[config.mk]
export PLATFORM = sky130hd
export DESIGN_NAME = framed_command_differential_drive_flat
export DESIGN_NICKNAME = d
export VERILOG_FILES = /design/src/rtl/core/fcdd_pkg.sv /design/src/rtl/core/fcdd_stream_if.sv /design/src/rtl/core/fcdd_frame.sv /design/src/rtl/core/fcdd_mix.sv /design/src/rtl/core/framed_command_differential_drive.sv /design/src/flat_wrapper.sv
export SDC_FILE = /design/constraint.sdc
export NUM_CORES = 1
export LEC_CHECK = 0
export BUFFER_PORTS_ARGS = -buffer_cell sky130_fd_sc_hd__buf_2
export CORE_MARGIN = 8
export CORE_UTILIZATION = 60
export DETAILED_ROUTE_END_ITERATION = 12
export PLACE_DENSITY = 0.83
export SYNTH_ARGS = -nofsm -noshare
export SYNTH_HDL_FRONTEND = slang
export SYNTH_HIERARCHICAL = 1
export SYNTH_SLANG_ARGS = --single-unit
[constraint.sdc]
create_clock -name clk -period 11.65 [get_ports clk]
set_input_delay 0.5825 -clock clk [delete_from_list [all_inputs] [get_ports clk]]
set_output_delay 0.5825 -clock clk [all_outputs]
set_load 0.005 [all_outputs]
[src/rtl/core/fcdd_pkg.sv]
// Shared types and constants for the framed command differential drive block.
// No dependencies; every other file in rtl/core except fcdd_stream_if imports this package.
`timescale 1ns / 1ps
`default_nettype none

package fcdd_pkg;

  // Frame geometry: three stored bytes between start and end
  localparam int FRAME_BYTES = 3;
  localparam int IDX_W       = $clog2(FRAME_BYTES + 1);

  // Reset values for the configuration registers and the servo commands
  localparam logic [7:0] START_BYTE_RST = 8'h30;
  localparam logic [7:0] END_BYTE_RST   = 8'h5A;
  localparam logic [6:0] DEADBAND_RST   = 7'd10;
  localparam logic [7:0] SERVO_RST      = 8'd127;

  // Configuration register indexes
  typedef enum logic [1:0] {
    CFG_START_BYTE = 2'd0,
    CFG_END_BYTE   = 2'd1,
    CFG_DEADBAND   = 2'd2
  } cfg_idx_t;

  // Two-byte instruction codes
  localparam logic [15:0] CMD_LEFT_DUTY  = 16'h4141;
  localparam logic [15:0] CMD_RIGHT_DUTY = 16'h4242;
  localparam logic [15:0] CMD_SERVO_X    = 16'h4343;
  localparam logic [15:0] CMD_SERVO_Y    = 16'h4444;
  localparam logic [15:0] CMD_EE_READ    = 16'h4545;
  localparam logic [15:0] CMD_EE_WRITE   = 16'h4646;
  localparam logic [15:0] CMD_MANUAL_ON  = 16'h4747;
  localparam logic [15:0] CMD_MANUAL_OFF = 16'h4848;

  // Motor direction codes
  typedef enum logic [1:0] {
    DIR_STOP = 2'd0,
    DIR_FWD  = 2'd1,
    DIR_BACK = 2'd2
  } dir_t;

  // Result event codes
  typedef enum logic [2:0] {
    EV_NONE     = 3'd0,
    EV_DONE     = 3'd1,
    EV_EE_READ  = 3'd2,
    EV_EE_WRITE = 3'd3,
    EV_UNKNOWN  = 3'd4,
    EV_JOY_OK   = 3'd5,
    EV_JOY_SKIP = 3'd6
  } ev_t;

  // Input op codes
  localparam logic OP_BYTE = 1'b0;
  localparam logic OP_JOY  = 1'b1;

  // One motor in sign-magnitude form
  typedef struct packed {
    logic [7:0] duty;
    dir_t       dir;
  } motor_t;

  // Mixer result for both motors
  typedef struct packed {
    motor_t left;
    motor_t right;
  } drive_t;

  // Decoded frame command towards the top level
  typedef struct packed {
    logic       run;
    ev_t        ev;
    logic       set_left;
    logic       set_right;
    logic       set_sx;
    logic       set_sy;
    logic       set_man;
    logic       man_val;
    logic [7:0] data;
  } frame_cmd_t;

endpackage

`default_nettype wire

[src/rtl/core/fcdd_stream_if.sv]
// Valid/ready channel interfaces for the input words and the result words.
// Stand-alone; widths follow the fixed field widths of the block.
`timescale 1ns / 1ps
`default_nettype none

interface fcdd_in_if;
  logic       valid;
  logic       ready;
  logic       op;
  logic [7:0] rx_byte;
  logic [7:0] joy_translate;
  logic [7:0] joy_rotate;
  logic [7:0] joy_servo_x;
  logic [7:0] joy_servo_y;

  modport source (
    output valid, op, rx_byte, joy_translate, joy_rotate, joy_servo_x, joy_servo_y,
    input  ready
  );
  modport sink (
    input  valid, op, rx_byte, joy_translate, joy_rotate, joy_servo_x, joy_servo_y,
    output ready
  );
endinterface

interface fcdd_out_if;
  logic       valid;
  logic       ready;
  logic [7:0] left_duty;
  logic [1:0] left_dir;
  logic [7:0] right_duty;
  logic [1:0] right_dir;
  logic [7:0] servo_x_cmd;
  logic [7:0] servo_y_cmd;
  logic       manual_on;
  logic [2:0] event_res;
  logic [7:0] request_block;

  modport source (
    output valid, left_duty, left_dir, right_duty, right_dir, servo_x_cmd,
           servo_y_cmd, manual_on, event_res, request_block,
    input  ready
  );
  modport sink (
    input  valid, left_duty, left_dir, right_duty, right_dir, servo_x_cmd,
           servo_y_cmd, manual_on, event_res, request_block,
    output ready
  );
endinterface

`default_nettype wire

[src/rtl/core/fcdd_frame.sv]
// Frame assembler and instruction decoder: byte store, index and command decode.
// Depends on fcdd_pkg.
`timescale 1ns / 1ps
`default_nettype none

module fcdd_frame
  import fcdd_pkg::*;
(
  input  wire logic       clk,
  input  wire logic       rst_n,
  input  wire logic       step,
  input  wire logic [7:0] rx_byte,
  input  wire logic [7:0] start_byte,
  input  wire logic [7:0] end_byte,
  output frame_cmd_t      cmd
);

  logic [7:0]       store_r [FRAME_BYTES];
  logic [IDX_W-1:0] idx_r, idx_nxt;
  logic             is_start, do_run, do_store;
  logic [15:0]      instr;

  // Classify the byte: start wins over end, extra bytes are dropped
  always_comb begin
    is_start = (rx_byte == start_byte);
    do_run   = !is_start && (rx_byte == end_byte) && (idx_r == IDX_W'(FRAME_BYTES));
    do_store = !is_start && !do_run && (idx_r < IDX_W'(FRAME_BYTES));
    idx_nxt  = idx_r;
    if (step) begin
      if (is_start) begin
        idx_nxt = '0;
      end else if (do_store) begin
        idx_nxt = idx_r + IDX_W'(1);
      end
    end
  end

  // Index register; stays at full after a frame so a repeated end reruns it
  always_ff @(posedge clk) begin
    if (!rst_n) begin
      idx_r <= '0;
    end else begin
      idx_r <= idx_nxt;
    end
  end

  // Byte store, no reset
  always_ff @(posedge clk) begin
    for (int i = 0; i < FRAME_BYTES; i++) begin
      if (step && do_store && (idx_r == IDX_W'(i))) begin
        store_r[i] <= rx_byte;
      end
    end
  end

  // Instruction decode
  assign instr = {store_r[0], store_r[1]};

  always_comb begin
    cmd           = '0;
    cmd.run       = do_run;
    cmd.data      = store_r[FRAME_BYTES-1];
    cmd.ev        = EV_DONE;
    unique case (instr)
      CMD_LEFT_DUTY:  cmd.set_left  = 1'b1;
      CMD_RIGHT_DUTY: cmd.set_right = 1'b1;
      CMD_SERVO_X:    cmd.set_sx    = 1'b1;
      CMD_SERVO_Y:    cmd.set_sy    = 1'b1;
      CMD_EE_READ:    cmd.ev        = EV_EE_READ;
      CMD_EE_WRITE:   cmd.ev        = EV_EE_WRITE;
      CMD_MANUAL_ON: begin
        cmd.set_man = 1'b1;
        cmd.man_val = 1'b1;
      end
      CMD_MANUAL_OFF: begin
        cmd.set_man = 1'b1;
        cmd.man_val = 1'b0;
      end
      default:        cmd.ev        = EV_UNKNOWN;
    endcase
  end

endmodule

`default_nettype wire

[src/rtl/core/fcdd_mix.sv]
// Differential mixer: centre offset, deadband test, sum/difference, clamp, sign-magnitude.
// Depends on fcdd_pkg.
`timescale 1ns / 1ps
`default_nettype none

module fcdd_mix
  import fcdd_pkg::*;
(
  input  wire logic [7:0] joy_translate,
  input  wire logic [7:0] joy_rotate,
  input  wire logic [6:0] deadband,
  output drive_t          drive
);

  logic signed [7:0] t_off, r_off;
  logic signed [8:0] t_ext, r_ext, t_mag, r_mag;
  logic signed [9:0] diff, sum;
  logic              in_band;

  // Clamp to +/-255 and split into direction and magnitude
  function automatic motor_t to_motor(input logic signed [9:0] v);
    logic signed [9:0] c;
    motor_t            m;
    c = v;
    if (v > 10'sd255) begin
      c = 10'sd255;
    end else if (v < -10'sd255) begin
      c = -10'sd255;
    end
    if (c[9]) begin
      m.dir  = DIR_BACK;
      m.duty = 8'(-c);
    end else begin
      m.dir  = DIR_FWD;
      m.duty = c[7:0];
    end
    return m;
  endfunction

  // Removing the 128 centre offset is a flip of the top bit
  assign t_off = {~joy_translate[7], joy_translate[6:0]};
  assign r_off = {~joy_rotate[7], joy_rotate[6:0]};
  assign t_ext = {t_off[7], t_off};
  assign r_ext = {r_off[7], r_off};

  // Magnitudes for the deadband test
  assign t_mag   = t_ext[8] ? -t_ext : t_ext;
  assign r_mag   = r_ext[8] ? -r_ext : r_ext;
  assign in_band = (t_mag < $signed({2'b00, deadband})) &&
                   (r_mag < $signed({2'b00, deadband}));

  assign diff = {t_ext[8], t_ext} - {r_ext[8], r_ext};
  assign sum  = {t_ext[8], t_ext} + {r_ext[8], r_ext};

  always_comb begin
    if (in_band) begin
      drive.left.duty  = '0;
      drive.left.dir   = DIR_STOP;
      drive.right.duty = '0;
      drive.right.dir  = DIR_STOP;
    end else begin
      drive.left  = to_motor(diff);
      drive.right = to_motor(sum);
    end
  end

endmodule

`default_nettype wire

[src/rtl/core/framed_command_differential_drive.sv]
// Top level: input register, frame decoder, mixer, drive state and result register.
// Depends on fcdd_pkg, fcdd_stream_if, fcdd_frame and fcdd_mix.
//
//   channel  | dir | handshake          | payload
//   in_ch    | in  | valid/ready        | op, rx_byte, joy_translate/rotate/servo_x/servo_y
//   out_ch   | out | valid/ready        | duties, dirs, servos, manual_on, event_res, block
//   cfg_*    | in  | cfg_we, no ready   | cfg_idx selects start, end or deadband
//
// Each word passes through the input register and then the result register, and one
// word a cycle is accepted when out_ch.ready stays high. The result register is the
// drive state itself plus event and block.
// A stalled result holds the input register; in_ch.ready drops only when both fill.
// Synchronous active-low reset clears control and drive state; the frame store
// is left unreset.
`timescale 1ns / 1ps
`default_nettype none

module framed_command_differential_drive
  import fcdd_pkg::*;
(
  input  wire logic       clk,
  input  wire logic       rst_n,
  fcdd_in_if.sink         in_ch,
  fcdd_out_if.source      out_ch,
  input  wire logic       cfg_we,
  input  wire logic [1:0] cfg_idx,
  input  wire logic [7:0] cfg_wdata
);

  // Configuration registers
  logic [7:0] start_byte_r, end_byte_r;
  logic [6:0] deadband_r;

  // Input register
  logic       in_vld_r;
  logic       op_r;
  logic [7:0] rx_r, jt_r, jr_r, jsx_r, jsy_r;

  // Drive state and result register
  logic       out_vld_r, out_vld_nxt;
  logic [7:0] left_duty_r, left_duty_nxt, right_duty_r, right_duty_nxt;
  dir_t       left_dir_r, left_dir_nxt, right_dir_r, right_dir_nxt;
  logic [7:0] servo_x_r, servo_x_nxt, servo_y_r, servo_y_nxt;
  logic       manual_r, manual_nxt;
  ev_t        ev_r, ev_nxt;
  logic [7:0] block_r, block_nxt;

  logic       adv, in_take;
  frame_cmd_t cmd;
  drive_t     drive;

  // Stage handshake
  assign adv          = in_vld_r && (!out_vld_r || out_ch.ready);
  assign in_ch.ready  = !in_vld_r || adv;
  assign in_take      = in_ch.valid && in_ch.ready;

  // Configuration writes
  always_ff @(posedge clk) begin
    if (!rst_n) begin
      start_byte_r <= START_BYTE_RST;
      end_byte_r   <= END_BYTE_RST;
      deadband_r   <= DEADBAND_RST;
    end else if (cfg_we) begin
      unique case (cfg_idx)
        CFG_START_BYTE: start_byte_r <= cfg_wdata;
        CFG_END_BYTE:   end_byte_r   <= cfg_wdata;
        CFG_DEADBAND:   deadband_r   <= cfg_wdata[6:0];
        default:        ;
      endcase
    end
  end

  // Input register
  always_ff @(posedge clk) begin
    if (!rst_n) begin
      in_vld_r <= 1'b0;
    end else if (in_ch.ready) begin
      in_vld_r <= in_ch.valid;
    end
  end

  always_ff @(posedge clk) begin
    if (in_take) begin
      op_r  <= in_ch.op;
      rx_r  <= in_ch.rx_byte;
      jt_r  <= in_ch.joy_translate;
      jr_r  <= in_ch.joy_rotate;
      jsx_r <= in_ch.joy_servo_x;
      jsy_r <= in_ch.joy_servo_y;
    end
  end

  fcdd_frame u_frame (
    .clk        (clk),
    .rst_n      (rst_n),
    .step       (adv && (op_r == OP_BYTE)),
    .rx_byte    (rx_r),
    .start_byte (start_byte_r),
    .end_byte   (end_byte_r),
    .cmd        (cmd)
  );

  fcdd_mix u_mix (
    .joy_translate (jt_r),
    .joy_rotate    (jr_r),
    .deadband      (deadband_r),
    .drive         (drive)
  );

  // Next drive state and result for the word in the input register
  always_comb begin
    left_duty_nxt  = left_duty_r;
    left_dir_nxt   = left_dir_r;
    right_duty_nxt = right_duty_r;
    right_dir_nxt  = right_dir_r;
    servo_x_nxt    = servo_x_r;
    servo_y_nxt    = servo_y_r;
    manual_nxt     = manual_r;
    ev_nxt         = ev_r;
    block_nxt      = block_r;
    out_vld_nxt    = out_vld_r && !out_ch.ready;
    if (adv) begin
      out_vld_nxt = 1'b1;
      ev_nxt      = EV_NONE;
      block_nxt   = '0;
      if (op_r == OP_BYTE) begin
        if (cmd.run) begin
          ev_nxt    = cmd.ev;
          block_nxt = cmd.data;
          if (cmd.set_left)  left_duty_nxt  = cmd.data;
          if (cmd.set_right) right_duty_nxt = cmd.data;
          if (cmd.set_sx)    servo_x_nxt    = cmd.data;
          if (cmd.set_sy)    servo_y_nxt    = cmd.data;
          if (cmd.set_man)   manual_nxt     = cmd.man_val;
        end
      end else if (manual_r) begin
        servo_x_nxt    = jsx_r;
        servo_y_nxt    = jsy_r;
        left_duty_nxt  = drive.left.duty;
        left_dir_nxt   = drive.left.dir;
        right_duty_nxt = drive.right.duty;
        right_dir_nxt  = drive.right.dir;
        ev_nxt         = EV_JOY_OK;
      end else begin
        ev_nxt = EV_JOY_SKIP;
      end
    end
  end

  // Drive state doubles as the result register
  always_ff @(posedge clk) begin
    if (!rst_n) begin
      out_vld_r    <= 1'b0;
      left_duty_r  <= '0;
      left_dir_r   <= DIR_STOP;
      right_duty_r <= '0;
      right_dir_r  <= DIR_STOP;
      servo_x_r    <= SERVO_RST;
      servo_y_r    <= SERVO_RST;
      manual_r     <= 1'b1;
      ev_r         <= EV_NONE;
      block_r      <= '0;
    end else begin
      out_vld_r    <= out_vld_nxt;
      left_duty_r  <= left_duty_nxt;
      left_dir_r   <= left_dir_nxt;
      right_duty_r <= right_duty_nxt;
      right_dir_r  <= right_dir_nxt;
      servo_x_r    <= servo_x_nxt;
      servo_y_r    <= servo_y_nxt;
      manual_r     <= manual_nxt;
      ev_r         <= ev_nxt;
      block_r      <= block_nxt;
    end
  end

  // Result channel
  assign out_ch.valid         = out_vld_r;
  assign out_ch.left_duty     = left_duty_r;
  assign out_ch.left_dir      = left_dir_r;
  assign out_ch.right_duty    = right_duty_r;
  assign out_ch.right_dir     = right_dir_r;
  assign out_ch.servo_x_cmd   = servo_x_r;
  assign out_ch.servo_y_cmd   = servo_y_r;
  assign out_ch.manual_on     = manual_r;
  assign out_ch.event_res     = ev_r;
  assign out_ch.request_block = block_r;

endmodule

`default_nettype wire

[src/flat_wrapper.sv]
// flat-port wrapper written by rule: the top's interface ports become plain ports
module framed_command_differential_drive_flat import fcdd_pkg::*;
  (clk, rst_n, cfg_we, cfg_idx, cfg_wdata, in_ch_valid, in_ch_op, in_ch_rx_byte, in_ch_joy_translate, in_ch_joy_rotate, in_ch_joy_servo_x, in_ch_joy_servo_y, in_ch_ready, out_ch_valid, out_ch_left_duty, out_ch_left_dir, out_ch_right_duty, out_ch_right_dir, out_ch_servo_x_cmd, out_ch_servo_y_cmd, out_ch_manual_on, out_ch_event_res, out_ch_request_block, out_ch_ready);
  fcdd_in_if in_ch_i ();
  fcdd_out_if out_ch_i ();
  input  wire logic clk;
  input  wire logic rst_n;
  input  wire logic cfg_we;
  input  wire logic [1:0] cfg_idx;
  input  wire logic [7:0] cfg_wdata;
  input wire logic [$bits(in_ch_i.valid)-1:0] in_ch_valid;
  input wire logic [$bits(in_ch_i.op)-1:0] in_ch_op;
  input wire logic [$bits(in_ch_i.rx_byte)-1:0] in_ch_rx_byte;
  input wire logic [$bits(in_ch_i.joy_translate)-1:0] in_ch_joy_translate;
  input wire logic [$bits(in_ch_i.joy_rotate)-1:0] in_ch_joy_rotate;
  input wire logic [$bits(in_ch_i.joy_servo_x)-1:0] in_ch_joy_servo_x;
  input wire logic [$bits(in_ch_i.joy_servo_y)-1:0] in_ch_joy_servo_y;
  output wire logic [$bits(in_ch_i.ready)-1:0] in_ch_ready;
  output wire logic [$bits(out_ch_i.valid)-1:0] out_ch_valid;
  output wire logic [$bits(out_ch_i.left_duty)-1:0] out_ch_left_duty;
  output wire logic [$bits(out_ch_i.left_dir)-1:0] out_ch_left_dir;
  output wire logic [$bits(out_ch_i.right_duty)-1:0] out_ch_right_duty;
  output wire logic [$bits(out_ch_i.right_dir)-1:0] out_ch_right_dir;
  output wire logic [$bits(out_ch_i.servo_x_cmd)-1:0] out_ch_servo_x_cmd;
  output wire logic [$bits(out_ch_i.servo_y_cmd)-1:0] out_ch_servo_y_cmd;
  output wire logic [$bits(out_ch_i.manual_on)-1:0] out_ch_manual_on;
  output wire logic [$bits(out_ch_i.event_res)-1:0] out_ch_event_res;
  output wire logic [$bits(out_ch_i.request_block)-1:0] out_ch_request_block;
  input wire logic [$bits(out_ch_i.ready)-1:0] out_ch_ready;
  assign in_ch_i.valid = in_ch_valid;
  assign in_ch_i.op = in_ch_op;
  assign in_ch_i.rx_byte = in_ch_rx_byte;
  assign in_ch_i.joy_translate = in_ch_joy_translate;
  assign in_ch_i.joy_rotate = in_ch_joy_rotate;
  assign in_ch_i.joy_servo_x = in_ch_joy_servo_x;
  assign in_ch_i.joy_servo_y = in_ch_joy_servo_y;
  assign in_ch_ready = in_ch_i.ready;
  assign out_ch_valid = out_ch_i.valid;
  assign out_ch_left_duty = out_ch_i.left_duty;
  assign out_ch_left_dir = out_ch_i.left_dir;
  assign out_ch_right_duty = out_ch_i.right_duty;
  assign out_ch_right_dir = out_ch_i.right_dir;
  assign out_ch_servo_x_cmd = out_ch_i.servo_x_cmd;
  assign out_ch_servo_y_cmd = out_ch_i.servo_y_cmd;
  assign out_ch_manual_on = out_ch_i.manual_on;
  assign out_ch_event_res = out_ch_i.event_res;
  assign out_ch_request_block = out_ch_i.request_block;
  assign out_ch_i.ready = out_ch_ready;
  framed_command_differential_drive u_core (.clk(clk), .rst_n(rst_n), .in_ch(in_ch_i), .out_ch(out_ch_i), .cfg_we(cfg_we), .cfg_idx(cfg_idx), .cfg_wdata(cfg_wdata));
endmodule
After elaboration in Yosys (flattened, before gate mapping)
Memories as Yosys holds them, arrays and structs flattened.
Cells that the tools add are included.
{ "totals": {"regBits": 116, "latchBits": 0, "ramBits": 24, "rom_bits": 0, "in_bits": 56, "word_cells": 149, "n_memories": 1} }
{ "memory_table": {"columns": ["memory", "words", "word_bits", "rd", "rd_clocked_by_memory_dff", "wr", "line_no", "text"], "rows": [
  ["u_core.u_frame.store_r", 3, 8, 3, 0, 1, "fcdd_frame.sv:18", "logic [7:0] store_r [FRAME_BYTES];"]
]} }
{ "classes": {"add_sub_neg": 7, "multipliers": 0, "n_div": 0, "magnitude_cmp": 7, "n_eq_ne": 16, "shift": 0, "muxes": 53, "n_bitwise": 3, "reduce_logical": 41} }
{ "op_table": {"columns": ["cell", "n"], "rows": [
  ["8-bit two-way mux", 20],
  ["16-bit by 15-bit equality test with 1-bit output (second input constant)", 8],
  ["10-bit two-way mux", 8],
  ["20-bit two-way mux", 1],
  ["4-bit AND reduction", 5],
  ["9-bit > comparator (second input constant)", 2],
  ["9-bit by 8-bit less-than comparator with 1-bit output", 2],
  ["9-bit less-than comparator (second input constant)", 2],
  ["9-bit two-way mux", 2],
  ["8-bit negator with 9-bit output", 2],
  ["8-bit equality test", 2],
  ["8-bit negator", 2],
  ["8-bit OR reduction", 2],
  ["1-bit logical AND", 13],
  ["1-bit two-way mux", 13],
  ["2-bit nonzero test", 6],
  ["2-bit two-way mux", 5],
  ["8-bit by 8-bit adder with 9-bit output", 1],
  ["3-bit case mux with 3 select lines", 1],
  ["8-bit by 8-bit subtractor with 9-bit output", 1],
  ["2-bit AND reduction", 4],
  ["2-bit equality test (second input constant)", 3],
  ["3-bit two-way mux", 2],
  ["6-bit OR reduction", 1],
  ["10 further kinds", 19]
]} }

Longest topological paths before layout
{ "logic_depth": {"depth_word": 14, "depth_mapped": 17} }

Modules after synthesis
The synthesis kept the hierarchy.
{ "by_module_without_submodules": {"columns": ["mod", "instances", "cells_per_inst", "area_per_inst_um2"], "rows": [
  ["framed_command_differential_drive", 1, 383, 4463.0],
  ["fcdd_mix", 1, 267, 1970.6],
  ["fcdd_frame", 1, 101, 1336.3]
]} }

Least setup slack after synthesis
OpenSTA, ideal clock, no wires.
{ "synth_path": {"path_kind": "reg-to-reg", "startpoint": "register u_core.jt_r[0]", "endpoint": "register u_core.right_duty_r[6], in the netlist u_core/out_ch.right_duty[6]", "setup_time_ps": 119, "t_arrival_ps": 3630, "path_slack_ps": 7901, "stages_incl_launch_ff": 17, "path_cell_list": "edfxtp_1 ha_1 fa_1 xnor2_1 or3b_4 nor3_2 nor4b_4 nand4_1 o21a_1 ha_1 o21ai_0 nor3_1 a21oi_1 mux2_2 nor2b_1 a21oi_1 o221a_2"} }
{ "synth_rtl": {"columns": ["item", "line_no", "text"], "rows": [
  ["start, declared", "framed_command_differential_drive.sv:37", "logic [7:0] rx_r, jt_r, jr_r, jsx_r, jsy_r;"],
  ["start signal, assigned", "framed_command_differential_drive.sv:86", "jt_r <= in_ch.joy_translate;"],
  ["end signal, assigned", "framed_command_differential_drive.sv:167", "right_duty_r <= right_duty_nxt;"],
  ["end, declared", "framed_command_differential_drive.sv:41", "logic [7:0] left_duty_r, left_duty_nxt, right_duty_r, right_duty_nxt;"]
]} }

==> results.md <==
* Status: finished clean
* CTS Sinks at 140
* Worst skew pair latency at 420 ps
* Top cells by count, synth: 78 x nor2_1, 75 x dfxtp_1, 65 x edfxtp_1
* H-tree depth at 4
* Hold Vio Cnt, Final at 0
* Synthesized area at 7770 sq um
* Critical path's top delay family: simple AND/OR/NAND/NOR gates
* Top-area cell type share of the netlist area at 25.1%
* Post-Synthesis Cells at 751
* Share of cells above drive strength 1 at 22.6%
* CP Depth at 16
* Post-CTS Hold Fix Bufs at 0
* Layout Skew at 14.0 ps
* CP max stage delay at 460 ps
* Yosys top cell by area: edfxtp_1
* Switching portion of total power at 27.0%
* Core area at 12,600 sq um
* Ys async rst share at 0%
* Fmax at 236 MHz
* Nets at 927
* Clk buf depth at 2
* GRT Resource Usage Total at 23.7%
* Top post-synthesis cells by area: edfxtp_1 25%, dfxtp_1 19%, ha_1 5.6%, mux2i_1 4.9%, nor2_1 3.8%
* Via count at 6,204
* Initial Util at 61.6%
* R2r worst-path depth at 16
* Worst EP arrival at 4540 ps
* Netlist cell types at 82
* # DRC at 0
* Period utilization at 36.3%
* P_sw at 347 uW
* Buf+Inv Stages, Crit Path at 0
* Initial DRC Count at 639
* Syn Area/Cell at 10.3 sq um
* Lkg Pwr at 0.00344 uW
* Largest net degree at the start of global routing at 63
* Post-synth top flop: dfxtp_1
* GPL Wtd Cong at 0.926
* R2r setup slk at 7420 ps
* Max_slew headroom at 28.3%
* EDFF count, synth at 65
* Sequential share of the synthesized area at 44.4%
* Antenna diode count at 0
* Pins Over Slew Limit at 0
* Crit path capture type: flip-flop
* Max_cap viols at 0
* Power Dens Cells at 145 nW/um^2
* CTS root buf: clkbuf_16
* Io pins at 106
* Drt via density at 6.09
* RSZ-0062 raised after global routing: false
* First-pass GRT wire length at 31,300 microns
* Element type at the critical path start: flip-flop
* Hold Path Class: primary input to flip-flop
* Final antenna-violating net count at 0
* Synth Register Bits at 140
* Worst Path Required at 11,960 ps
* Crit-path slowest cell: fa_1
* Setup TNS at 0 ps
* Full die area at 16,800 sq um
* Worst-Margin Slew at 1070 ps
* Row Count at 41
* Syn nets at 844
* Via count of the first global-routing pass at 6,094
* Post-cts sizing count at 0
* Die Ht at 130 microns
* Remaining Overflow, GRT at 0
* Count leader, synth: nor2_1
* CTS Buf Count at 17
* Worst-path clk slew at 60 ps
* Combinational power share at 16.6%
* Initial antenna violation count at 0
* P_int at 938 uW
* Synth-to-Final Area Change at 14.3%
* Post-route minimum period at 4230 ps
* Hold depth at 1
* Part of the power in the clock network at 40.6%
* Number of buffers inserted by port buffering at 105
* Postcts setup bufs at 0
* CTS tree: built
* Yosys warnings at 6
* Flop pwr share at 42.9%
* Final Setup Violations at 0
* Routed WL at 19,400 microns
* Detailed placer's ending HPWL at 14,400 microns
* DR pass1 iterations at 6
* Worst-path fanout max at 4
* Die width at 130 microns
* Critical path class: flip-flop to flip-flop
* Routed len/inst at 19.0 microns
* Final core occ at 70.3%
* Maximum vdd ir drop at 0.105 mV
* Crit-path cells: ha_1 > fa_1 > xnor2_1 > or3b_4 > nor3_2 > nor4b_4 > nand4_1 > o21a_1 > ha_1 > o21ai_0 > nor3_1 > a21oi_1 > mux2_2 > nor2b_1 > a21oi_1 > o221a_2
[metrics by stage]
| step | power (uW) | setup slack (ps) | cell area, sq um | cells | hold WS (ps) |
|---|---|---|---|---|---|
| after global placement | 761 | 7680 | 8300 | 987 | 458 |
| final | 1280 | 7420 | 8880 | 1019 | 333 |
| after floorplan | 717 | 7900 | 7770 | 751 | 445 |
| after global routing | 1340 | 7140 | 8880 | 1019 | 310 |
| after CTS | 1290 | 7470 | 8880 | 1019 | 315 |
| after detailed placement | 770 | 7510 | 8300 | 987 | 478 |
[layout make-up]
type | count | area, sq um
timing repair buffer | 108 | 548
fill | 930 | 3740
multi-input combinational | 533 | 3960
clock buffer | 19 | 433
clock inverter | 13 | 144
sequential | 140 | 3450
tap | 172 | 215
inverter | 34 | 128
[per-layer routing]
| layer | share of wire, % | GRT usage [%] | up-vias |
|---|---|---|---|
| met3 | 7.4 | 5.83 | 19 |
| met1 | 43 | 30.3 | 2991 |
| met4 | 0.91 | 6.01 | 0 |
| met5 | 0 | 0 | - |
| li1 | - | - | 2956 |
| met2 | 48 | 39.4 | 238 |
[cells in the final DEF (no fill, tap or decap), types with 4 or more instances in the layout]
cell,Yosys,routed
o221a_1,12,12
xnor2_1,25,25
clkbuf_16,0,17
o2111ai_1,4,4
nor2b_1,32,31
o31ai_1,6,6
nor4_4,4,4
nand2b_1,4,4
nand4_1,21,21
a31oi_1,8,8
nor4_1,8,8
o221a_2,7,7
edfxtp_1,65,65
ha_1,35,35
nor3_1,20,20
mux2i_1,38,38
nor3b_1,7,7
or2_2,4,4
or3_1,6,6
xor2_1,10,10
nand2_1,21,21
clkinvlp_4,0,4
buf_2,7,105
a211oi_1,21,21
a21oi_1,50,50
nand3_1,9,9
dfxtp_1,75,75
a2111oi_0,4,4
o31a_1,4,4
o21a_1,6,6
inv_1,31,31
nand3b_1,4,4
nor2_1,78,78
o21ai_0,20,20
[worst paths after layout]
check                                                     from                        endpoint
worst min register to register  u_core/out_ch.request_block[3]  u_core/out_ch.request_block[3]
worst max register to register                  u_core/jt_r[0]     u_core/out_ch.right_duty[6]
worst max-delay path                            u_core/jt_r[0]     u_core/out_ch.right_duty[6]
worst min-delay path                          in_ch_rx_byte[7]                  u_core/rx_r[7]
[flip-flops by register name, indices dropped and copies added (netlist names), 2 cells and up]
name,cells
u_core/deadband_r,7
u_core/end_byte_r,8
u_core/jr_r,8
u_core/jsx_r,8
u_core/jsy_r,8
u_core/jt_r,8
u_core/out_ch.event_res,3
u_core/out_ch.left_dir,2
u_core/out_ch.left_duty,8
u_core/out_ch.request_block,8
u_core/out_ch.right_dir,2
u_core/out_ch.right_duty,8
u_core/out_ch.servo_x_cmd,8
u_core/out_ch.servo_y_cmd,8
u_core/rx_r,8
u_core/start_byte_r,8
u_core/u_frame/idx_r,2
u_core/u_frame/store_r,24
[worst reg2reg max path, cell delays in order, from the launching register on]
cell	delay, ps
edfxtp_1	450
ha_1	270
fa_1	460
xnor2_1	200
or3b_4	410
nor3_2	240
nor4b_4	290
nand4_1	170
o21a_1	220
ha_1	190
o21ai_0	140
nor3_1	90
a21oi_1	190
mux2_2	350
nor2b_1	110
a21oi_1	60
o221a_2	290
[power by group through the flow]
stage	Sequential (uW)	Clock, uW	Combinational, uW
after floorplan	555	0	161
after global placement	560	0	201
after detailed placement	561	0	208
after CTS	551	530	209
after global routing	553	552	235
final	551	521	213
[cells by family (layout without fill, tap and decap cells)]
logic type / after synthesis / after routing / share of synthesized area [%]
multiplexers: 42 / 42 / 5.62
AO/OA/AOI/OAI: 175 / 175 / 16.7
adder cells (fa/ha/maj): 37 / 37 / 6.15
flip-flops: 140 / 140 / 44.4
AND/OR/NAND/NOR: 244 / 244 / 18.4
XOR/XNOR: 35 / 35 / 3.95
buffers and inverters: 78 / 174 / 4.69
Power figures use the tool's default switching activity.
